### src/rtl/gcd_pkg.sv
// ----------------------------------------------------------------------------
// gcd_pkg
// shared types, codes and denomination tables of the change dispenser
// ----------------------------------------------------------------------------
`timescale 1ns / 1ps
`default_nettype none

package gcd_pkg;

	localparam int SLOTS           = 8;
	localparam int SLOT_W          = 3;
	localparam int DUE_W           = 16;
	localparam int LOAD_W          = 16;
	localparam int QUOT_W          = 14;
	localparam int DENOM_W         = 10;
	localparam int RECIP_W         = 17;
	localparam int SHIFT_W         = 5;
	localparam int COUNT_WIDTH_DEF = 16;

	typedef logic [SLOT_W-1:0] slot_t;

	localparam slot_t SLOT_LAST = slot_t'(SLOTS - 1);

	// input item action codes; the fourth code is ignored
	typedef enum logic [1:0] {
		ACT_LOAD   = 2'd0,
		ACT_INSERT = 2'd1,
		ACT_CHANGE = 2'd2
	} action_t;

	typedef enum logic [1:0] {
		ST_IDLE,
		ST_QUOT,
		ST_SUB,
		ST_FINISH
	} state_t;

	// request to the quotient unit
	typedef struct packed {
		slot_t              slot;
		logic [DUE_W-1:0]   due;
	} quot_req_t;

	// slot 0 is the largest denomination
	localparam logic [DENOM_W-1:0] DENOM [SLOTS] = '{
		10'd1000, 10'd500, 10'd200, 10'd100, 10'd50, 10'd20, 10'd10, 10'd5
	};

	// ceil(2^shift / denom), exact for every 16-bit amount
	localparam logic [RECIP_W-1:0] RECIP [SLOTS] = '{
		17'd67109, 17'd67109, 17'd83887, 17'd83887,
		17'd83887, 17'd104858, 17'd104858, 17'd104858
	};

	localparam logic [SHIFT_W-1:0] SHIFT [SLOTS] = '{
		5'd26, 5'd25, 5'd24, 5'd23, 5'd22, 5'd21, 5'd20, 5'd19
	};

endpackage

`default_nettype wire

### src/rtl/gcd_quot_unit.sv
// ----------------------------------------------------------------------------
// gcd_quot_unit
// per-slot coin count: amount / denomination by reciprocal, capped by the working stock
// ----------------------------------------------------------------------------
`timescale 1ns / 1ps
`default_nettype none

module gcd_quot_unit
	import gcd_pkg::*;
#(
	parameter int COUNT_WIDTH = COUNT_WIDTH_DEF
) (
	input  wire logic                   clk,
	input  wire quot_req_t              req,
	input  wire logic [COUNT_WIDTH-1:0] work,
	output logic      [QUOT_W-1:0]      n_q
);

	localparam int PROD_W = DUE_W + RECIP_W;
	localparam int CMP_W  = (COUNT_WIDTH > QUOT_W) ? COUNT_WIDTH : QUOT_W;

	logic [PROD_W-1:0] prod;
	logic [QUOT_W-1:0] quo;
	logic [QUOT_W-1:0] n_d;

	always_comb begin
		prod = PROD_W'(req.due) * PROD_W'(RECIP[req.slot]);
		quo  = QUOT_W'(prod >> SHIFT[req.slot]);
		// limited by what the working stock holds
		if (CMP_W'(quo) <= CMP_W'(work)) begin
			n_d = quo;
		end else begin
			n_d = QUOT_W'(work);
		end
	end

	always_ff @(posedge clk) begin
		n_q <= n_d;
	end

endmodule

`default_nettype wire

### src/rtl/greedy_change_dispense.sv
// ----------------------------------------------------------------------------
// greedy_change_dispense
// coin inventory with greedy change giving over eight denominations
// ----------------------------------------------------------------------------
// usage
//   input channel (in_valid / in_ready) carries one item: action, denom_index,
//   load_count, change_due. a load sets one slot's stock, an insert counts one
//   paid coin as pending, a change request runs the greedy dispense.
//   load and insert items give no result; in_ready stays high for them, also
//   while an earlier result waits at the output. a change request takes the
//   block busy (in_ready low): a quotient state and a subtract state per slot
//   on one shared quotient unit and one constant multiply-subtract, eight
//   slots, then a commit state. out_valid rises as the result is committed and
//   in_ready returns in the same cycle, so a new request is taken only after
//   the last result has been committed.
//   one result item per request: change_ok and the eight give counts (all zero
//   on failure). the slot loop through the quotient unit limits throughput.
//   if out_ready is low while an earlier result waits when a new result is
//   due, the block holds in the commit state until the old result leaves; the
//   output register keeps change_ok and the counts stable while stalled.
//   arst_n clears stock and pending counts and the control state at once.
// ----------------------------------------------------------------------------
`timescale 1ns / 1ps
`default_nettype none

module greedy_change_dispense
	import gcd_pkg::*;
#(
	parameter int COUNT_WIDTH = COUNT_WIDTH_DEF
) (
	input  wire logic              clk,
	input  wire logic              arst_n,
	// item in
	input  wire logic              in_valid,
	output logic                   in_ready,
	input  wire logic [1:0]        action,
	input  wire logic [SLOT_W-1:0] denom_index,
	input  wire logic [LOAD_W-1:0] load_count,
	input  wire logic [DUE_W-1:0]  change_due,
	// result out
	output logic                   out_valid,
	input  wire logic              out_ready,
	output logic                   change_ok,
	output logic [6:0]             give_1000c,
	output logic [7:0]             give_500c,
	output logic [8:0]             give_200c,
	output logic [9:0]             give_100c,
	output logic [10:0]            give_50c,
	output logic [11:0]            give_20c,
	output logic [12:0]            give_10c,
	output logic [13:0]            give_5c
);

	localparam int MW = (COUNT_WIDTH > LOAD_W) ? COUNT_WIDTH : LOAD_W;
	localparam logic [COUNT_WIDTH-1:0] CNT_MAX = {COUNT_WIDTH{1'b1}};

	// control and inventory
	state_t                 state_q, state_d;
	slot_t                  slot_q;
	logic                   out_valid_q;
	logic [COUNT_WIDTH-1:0] stock_q [SLOTS];
	logic [COUNT_WIDTH-1:0] pend_q  [SLOTS];

	// working data of a request
	logic [DUE_W-1:0]       due_q;
	logic [COUNT_WIDTH-1:0] work_q;
	logic [COUNT_WIDTH-1:0] work_arr_q [SLOTS];
	logic [QUOT_W-1:0]      given_q    [SLOTS];

	// result register
	logic                   change_ok_q;
	logic [QUOT_W-1:0]      give_q [SLOTS];

	// datapath signals
	logic                      in_fire;
	logic                      do_quot;
	logic                      do_sub;
	logic                      do_finish;
	logic                      exact;
	slot_t                     rd_slot;
	logic [COUNT_WIDTH-1:0]    pend_rd;
	logic [COUNT_WIDTH:0]      sum;
	logic [COUNT_WIDTH-1:0]    work_sat;
	logic [COUNT_WIDTH-1:0]    load_sat;
	logic [QUOT_W-1:0]         n_q;
	logic [QUOT_W+DENOM_W-1:0] paid_out;
	quot_req_t                 qreq;

	assign in_fire = in_valid && in_ready;

	// one read port on the pending counts: item slot when idle, else the loop
	assign rd_slot = in_ready ? denom_index : slot_q;
	assign pend_rd = pend_q[rd_slot];

	// stock plus pending, saturated
	assign sum      = {1'b0, stock_q[slot_q]} + {1'b0, pend_rd};
	assign work_sat = sum[COUNT_WIDTH] ? CNT_MAX : sum[COUNT_WIDTH-1:0];

	// load value clipped to the count range
	assign load_sat = (MW'(load_count) > MW'(CNT_MAX)) ? CNT_MAX
	                                                   : COUNT_WIDTH'(load_count);

	// shared quotient unit, registered count out
	assign qreq.slot = slot_q;
	assign qreq.due  = due_q;

	gcd_quot_unit #(
		.COUNT_WIDTH (COUNT_WIDTH)
	) u_quot (
		.clk  (clk),
		.req  (qreq),
		.work (work_sat),
		.n_q  (n_q)
	);

	// amount covered by this slot
	assign paid_out = (QUOT_W+DENOM_W)'(n_q) * (QUOT_W+DENOM_W)'(DENOM[slot_q]);

	assign exact = (due_q == '0);

	// next state
	always_comb begin
		state_d = state_q;
		unique case (state_q)
			ST_IDLE: begin
				if (in_fire && (action == ACT_CHANGE)) begin
					state_d = ST_QUOT;
				end
			end
			ST_QUOT: begin
				state_d = ST_SUB;
			end
			ST_SUB: begin
				state_d = (slot_q == SLOT_LAST) ? ST_FINISH : ST_QUOT;
			end
			ST_FINISH: begin
				if (!out_valid_q || out_ready) begin
					state_d = ST_IDLE;
				end
			end
			default: begin
				state_d = ST_IDLE;
			end
		endcase
	end

	// sequencer outputs
	always_comb begin
		in_ready  = 1'b0;
		do_quot   = 1'b0;
		do_sub    = 1'b0;
		do_finish = 1'b0;
		unique case (state_q)
			ST_IDLE:   in_ready  = 1'b1;
			ST_QUOT:   do_quot   = 1'b1;
			ST_SUB:    do_sub    = 1'b1;
			ST_FINISH: do_finish = !out_valid_q || out_ready;
			default:   in_ready  = 1'b0;
		endcase
	end

	// control state and inventory
	always_ff @(posedge clk or negedge arst_n) begin
		if (!arst_n) begin
			state_q     <= ST_IDLE;
			slot_q      <= '0;
			out_valid_q <= 1'b0;
			for (int i = 0; i < SLOTS; i++) begin
				stock_q[i] <= '0;
				pend_q[i]  <= '0;
			end
		end else begin
			state_q <= state_d;

			if (in_fire) begin
				unique case (action)
					ACT_LOAD: begin
						stock_q[denom_index] <= load_sat;
					end
					ACT_INSERT: begin
						if (pend_rd != CNT_MAX) begin
							pend_q[denom_index] <= pend_rd + COUNT_WIDTH'(1);
						end
					end
					ACT_CHANGE: begin
						slot_q <= '0;
					end
					default: begin
						// unused code: no effect
					end
				endcase
			end

			if (do_sub) begin
				slot_q <= slot_q + slot_t'(1);
			end

			if (do_finish) begin
				for (int i = 0; i < SLOTS; i++) begin
					pend_q[i] <= '0;
					if (exact) begin
						stock_q[i] <= work_arr_q[i];
					end
				end
			end

			if (do_finish) begin
				out_valid_q <= 1'b1;
			end else if (out_ready) begin
				out_valid_q <= 1'b0;
			end
		end
	end

	// request datapath
	always_ff @(posedge clk) begin
		if (in_fire && (action == ACT_CHANGE)) begin
			due_q <= change_due;
		end else if (do_sub) begin
			due_q <= due_q - DUE_W'(paid_out);
		end

		if (do_quot) begin
			work_q <= work_sat;
		end

		if (do_sub) begin
			work_arr_q[slot_q] <= work_q - COUNT_WIDTH'(n_q);
			given_q[slot_q]    <= n_q;
		end

		if (do_finish) begin
			change_ok_q <= exact;
			for (int i = 0; i < SLOTS; i++) begin
				give_q[i] <= exact ? given_q[i] : '0;
			end
		end
	end

	assign out_valid  = out_valid_q;
	assign change_ok  = change_ok_q;
	assign give_1000c = give_q[0][6:0];
	assign give_500c  = give_q[1][7:0];
	assign give_200c  = give_q[2][8:0];
	assign give_100c  = give_q[3][9:0];
	assign give_50c   = give_q[4][10:0];
	assign give_20c   = give_q[5][11:0];
	assign give_10c   = give_q[6][12:0];
	assign give_5c    = give_q[7][13:0];

endmodule

`default_nettype wire

### config.mk
export PLATFORM = sky130hd
export DESIGN_NAME = greedy_change_dispense
export DESIGN_NICKNAME = d
export VERILOG_FILES = /design/src/rtl/gcd_pkg.sv /design/src/rtl/gcd_quot_unit.sv /design/src/rtl/greedy_change_dispense.sv
export SDC_FILE = /design/constraint.sdc
export NUM_CORES = 2
export LEC_CHECK = 0
export BUFFER_PORTS_ARGS = -buffer_cell sky130_fd_sc_hd__buf_2
export CORE_MARGIN = 2
export CORE_UTILIZATION = 60
export CTS_CLUSTER_SIZE = 10
export DETAILED_ROUTE_END_ITERATION = 10
export GPL_ROUTABILITY_DRIVEN = 0
export MAX_ROUTING_LAYER = met4
export PLACE_DENSITY = 0.77
export SYNTH_ARGS = -nofsm -noshare
export SYNTH_HDL_FRONTEND = slang
export SYNTH_HIERARCHICAL = 1
export SYNTH_SLANG_ARGS = --single-unit
### constraint.sdc
create_clock -name clk -period 29.5 [get_ports clk]
set_input_delay 2.95 -clock clk [delete_from_list [all_inputs] [get_ports clk]]
set_output_delay 2.95 -clock clk [all_outputs]
set_load 0.03 [all_outputs]
=== Word-level counts from Yosys, hierarchy flattened ===
Memories as Yosys holds them, arrays and structs flattened.
Index checks and enable logic that the tools add are counted.

* Flip-flop bits (word level): 309
* RAM bits: 352
* Bits in read-only memories: 256
* Bits of input ports: 41
* Output and inout port bits: 87
* Memories: 6

{| class="wikitable"
|+ Memory list
! name !! depth !! width !! rd ports !! clocked after memory_dff !! wr ports !! RTL line !! source
|-
| (no name shown) || 8 || 17 || 1 || 0 || 0 || gcd_quot_unit.sv:27 || <nowiki>prod = PROD_W'(req.due) * PROD_W'(RECIP[req.slot]);</nowiki>
|-
| work_arr_q || 8 || 16 || 8 || 0 || 1 || greedy_change_dispense.sv:67 || <nowiki>logic [COUNT_WIDTH-1:0] work_arr_q [SLOTS];</nowiki>
|-
| give_q || 8 || 14 || 8 || 0 || 8 || greedy_change_dispense.sv:72 || <nowiki>logic [QUOT_W-1:0] give_q [SLOTS];</nowiki>
|-
| given_q || 8 || 14 || 8 || 0 || 1 || greedy_change_dispense.sv:68 || <nowiki>logic [QUOT_W-1:0] given_q [SLOTS];</nowiki>
|-
| (no name shown) || 8 || 10 || 1 || 0 || 0 || greedy_change_dispense.sv:117 || <nowiki>assign paid_out = (QUOT_W+DENOM_W)'(n_q) * (QUOT_W+DENOM_W)'(DENOM[slot_q]);</nowiki>
|-
| (no name shown) || 8 || 5 || 1 || 0 || 0 || gcd_quot_unit.sv:28 || <nowiki>quo = QUOT_W'(prod >> SHIFT[req.slot]);</nowiki>
|}

* Add/subtract/negate cells: 5
* $mul: 2
* Magnitude comparators: 6
* Equality and inequality tests: 9
* Shift-type cells: 1
* Multiplexer cells: 62
* Bitwise gates (word level): 3
* Reduce and logical (&&, ||, !) cells: 18

{| class="wikitable"
|+ Operator list
! kind !! number
|-
| 128-bit two-way mux || 7
|-
| 16-bit two-way mux || 17
|-
| 128-bit bitwise mux || 2
|-
| 14-bit two-way mux || 9
|-
| 16-bit binary-select mux with 3-bit select || 2
|-
| 16-bit demux with 3-bit select || 1
|-
| 17-bit two-way mux || 2
|-
| 16-bit by 17-bit multiplier with 33-bit output || 1
|-
| 33-bit by 5-bit >> shifter with 14-bit output || 1
|-
| 10-bit two-way mux || 2
|-
| 16-bit by 16-bit adder with 17-bit output || 1
|-
| 16-bit by 1-bit adder with 16-bit output (second input constant) || 1
|-
| 16-bit greater-than comparator (second input constant) || 1
|-
| 14-bit by 16-bit less-or-equal comparator with 1-bit output || 1
|-
| 16-bit zero test || 1
|-
| 14-bit by 10-bit multiplier with 16-bit output || 1
|-
| 16-bit inequality test (second input constant) || 1
|-
| 16-bit by 14-bit subtractor with 16-bit output || 1
|-
| 16-bit subtractor || 1
|-
| 2-bit nonzero test || 7
|-
| 4-bit greater-or-equal comparator (second input constant) || 3
|-
| 3-bit two-way mux || 4
|-
| 3-bit NOT with 4-bit output || 3
|-
| 1-bit two-way mux || 10
|-
| other kinds (15) || 26
|}

=== Longest topological paths before layout ===
* Depth after elaboration: 13
* Mapped depth: 44

=== Cells and area by module ===
The synthesis kept the hierarchy.

{| class="wikitable"
|+ Modules (own cells, without submodules)
! module !! instances !! cells each !! area an instance (um^2)
|-
| greedy_change_dispense || 1 || 2409 || 29926.2
|-
| gcd_quot_unit || 1 || 1103 || 9593.0
|}

=== Least setup slack after synthesis ===
No wires, ideal clock.

* Path type: reg-to-reg
* From: register slot_q[0]
* To: register u_quot.n_q[10]
* Arrival: 10090 ps
* Path slack: 19289 ps
* Cell stages (with the launch flop): 42
* Path buffers: 6
* Cells stage by stage: dfrtp_1 clkbuf_1 inv_1 clkbuf_1 clkbuf_1 ha_1 nand2b_1 clkbuf_1 buf_1 nand2_1 inv_1 fa_1 inv_1 fa_1 fa_1 inv_1 fa_1 fa_1 [... 6 more ...] o21bai_1 a2111oi_4 or3_4 and2_0 mux4_2 nand2_1 and3_1 a21oi_1 ha_1 nor2b_1 o21a_1 o21a_1 o21a_1 o21a_1 o21ai_0 a221o_1 buf_1 mux2_2

* Cells in the longest elaborated chain, start to end: 9
* Elaborated cells on any way between the ends: 21
* Classes of those cells: 1 x add/sub; 1 x mul; 1 x order compare; 1 x shift; 13 x mux; 2 x bitwise; 2 x memory

{| class="wikitable"
|+ RTL lines
! what !! RTL line !! source
|-
| start: declaration || greedy_change_dispense.sv:59 || <nowiki>slot_t slot_q;</nowiki>
|-
| start signal: assignment || greedy_change_dispense.sv:195 || <nowiki>slot_q <= slot_q + slot_t'(1);</nowiki>
|-
| parallel branches: the longest is 8 deep, another holds 16-bit by 17-bit multiplier with 33-bit output || -- ||
|-
| 14-bit two-way mux * || gcd_quot_unit.sv:30 || <nowiki>if (CMP_W'(quo) <= CMP_W'(work)) begin</nowiki>
|-
| named net u_quot.n_d[10] || gcd_quot_unit.sv:24 || <nowiki>logic [QUOT_W-1:0] n_d;</nowiki>
|-
| end signal: assignment || gcd_quot_unit.sv:38 || <nowiki>n_q <= n_d;</nowiki>
|-
| end: declaration || gcd_quot_unit.sv:16 || <nowiki>output logic [QUOT_W-1:0] n_q</nowiki>
|}

Mark *: on every way through the listed nets, which the timed path passes. The select of a mux whose other input is x is not followed.
A chain may end at the register's enable or synchronous reset.

=== Worst setup path after layout ===
* From: register slot_q[0]
* To: register u_quot.n_q[11]

The elaborated chain is that of the path after synthesis.

==> results.ini <==
[sta]
rsz0062_at_grt = false
fin_crit_sh = 0.367
maxSlewViolCount = 0
setup_viol = 0
fin_tns_setup_ns = 0
hold_viol = 0
final.min_clock_period_ns = 10.82
slew_headroom = 0.184
hold_slack_ns = 0.469
max_freq_ghz = 0.0925
skew_ns = 0.0576
tightest_slew_ns = 1.22

[synth]
synthAdderAreaFrac = 0.203
yosysTopAreaCell = edfxtp_1
synth_top_area_frac = 0.250
synth_edf_count = 329
synth_top_family_by_area = adder cells
syn_inst = 3512
muxShareOfSynthArea = 0.118
netlist_top_cells_count = inv_1, nand2_1, mux2i_1
syn_nets = 4038
synth_compound_area_frac = 0.0708
ys_seq_area_frac = 0.423
ys_warn_count = 6
synthesis.area_mm2 = 0.0395
yosys.area_share.simple = 0.108
syn_avg_cell_area_um2 = 11.3
synth_ff_type = edfxtp_1
synthArstFlopShare = 0.433
synth_xor_xnor_area_share = 0.0182
yosysUniqueCellTypes = 99
yosys-top-cells-area = edfxtp_1, dfrtp_1, fa_1
synth.most_common_cell = inv_1
ys_ff_latch = 605

[worst_setup_path]
cp_top_family = adder cells
path_class = flop to flop
critPathCaptureType = flop
reg2reg_from = slot_q[0]$_DFFE_PN0P_
slowest_delay_ns = 0.72
worstPathRequired_ns = 30.01
cp-startpoint = slot_q[0]$_DFFE_PN0P_
worst_setup_path_start_kind = flop
slowest_stage = nand2b_1
path_max_fanout = 21
arrival_ns = 11.32
crit_buf_inv = 6

[floorplan]
start_util = 0.603
rows = 94
die_height_um = 261
die_w_um = 261
core_mm2 = 0.0655
dieArea_mm2 = 0.0679
ios = 128

[clock_network]
ctsHoldBuffers = 0
cts_buffers = 71
post_cts_buffers = 0
path_clk_slew_ns = 0.06
clock_path_buffers = 3
cts_tree = built
cts-resized-gates = 0
cts_sinks = 605
cts_root_buffer = clkbuf_16
clkLatencyLatePin_ns = 0.65
htreeDepth = 3

[drt]
first_pass_iters = 6
drt-vias-per-instance = 5.88
drc = 0
wl_um = 97000
wl_per_cell_um = 21.5
drt_iter0_markers = 2337
antenna_left = 0
num_vias = 26481

[placed_design]
place_hpwl_um = 65400
io_buffer_count = 127
dp_cells = 4383

[cells_and_area]
syn_to_final_growth_pct = 8.84
layout-drive-gt1-share = 0.103
fillCellCount = 4844
fin_nets = 4118
finalNonFillerCells = 4504

[grt]
antenna_found_initial = 3
grt_pass1_vias = 27207
grt_start_max_net_pins = 154
grt_pass1_wl_um = 152000
globalRoute.totalOverflow = 0
gr-usage-all-layers = 0.302

[min_path]
hold_class = flop to flop
min_from = work_arr_q[0][7]$_DFFE_PP_

[flow_run]
cap_violations = 0

[status]
status = completed

## placed cells by master (no fill, tap or decap), drive strengths merged, types with 6 or more instances in the layout
cell	n
inv	418
a21o	17
o211ai	8
buf	168
clkinv	7
a21oi	206
mux2i	341
mux4	38
clkbuf	109
and2	138
nor4	14
mux2	31
o22ai	8
dfxtp	14
ha	224
or3	10
nand4	28
or2	7
a211oi	12
dfrtp	262
o31a	6
and3	8
xnor2	53
nand3	29
nor3	30
xor2	29
a21boi	7
nor2	260
a31oi	13
nor2b	20
nand2b	14
fa	261
nand2	357
o21a	22
o21ai	61
o31ai	11
edfxtp	329
## logic make-up after synthesis
family	Yosys count
AOI/OAI and AO/OA	424
xor gates and xnor gates	82
adders and majority gates	485
buffers and inverters	576
DFF	605
muxes	410
other	1
and+or+nand+nor	929
## per-stage QoR
stage / cell area (µm²) / setup slack [ns] / utilization
finish: 43000 / 18.68 / 0.657
global route: 43000 / 18.09 / 0.657
CTS: 43000 / 18.78 / 0.656
detailed placement: 40900 / 18.84 / 0.624
global placement: 40900 / 19.11 / 0.624
floorplan: 39500 / 19.29 / -
## sequential cells by signal, summed over array words and instances (netlist names)
signal,cells
pend_q,128
stock_q,128
work_arr_q,128
give_q,84
given_q,84
due_q,16
work_q,16
u_quot/n_q,14
slot_q,3
state_q,2
change_ok,1
out_valid,1
## worst register-to-register path, delay by kind of cell (launching register included)
family / cells / cell delay [ns]
fa+ha+maj: 9 / 3.97
simple gates: 7 / 1.96
mux: 2 / 0.92
flops: 1 / 0.49
compound gates: 11 / 2.39
buf+inv: 6 / 0.99
## final cells by class
type                            instances  area (µm²)  share of cell area
Sequential cell                       605       16700               0.389
Timing Repair Buffer                  168         966              0.0225
Antenna cell                            2        5.00            0.000116
Clock inverter                         10         185             0.00431
Inverter                              415        1560              0.0362
Tap cell                              864        1080              0.0251
Multi-Input combinational cell       2331       20600               0.478
Clock buffer                          109        1940              0.0451
## worst paths after layout
kind                                           endpoint  slack, ns  cells after the start
worst max-delay path             u_quot/n_q[11]$_DFF_P_      18.68                     35
worst min-delay path             stock_q[119]$_DFF_PN0_       0.47                      2
worst max register to register   u_quot/n_q[11]$_DFF_P_      18.68                     35
worst min register to register   stock_q[119]$_DFF_PN0_       0.47                      2
max in group asynchronous       pend_q[117]$_DFFE_PN0P_      25.64                      2
min in group asynchronous         stock_q[54]$_DFF_PN0_       2.34                      1
## layer usage
layer / vias up / track usage / wire length (µm) / share of wire
met5: - / - / 0 / 0
met4: 0 / 0.0989 / 3090 / 0.032
met3: 215 / 0.0522 / 6820 / 0.070
met2: 1011 / 0.486 / 46800 / 0.48
met1: 13184 / 0.393 / 40300 / 0.42
li1: 12071 / - / - / -
Power is not shown: default switching activity piles up to over one toggle a cycle in this logic, so the estimate is an artifact.
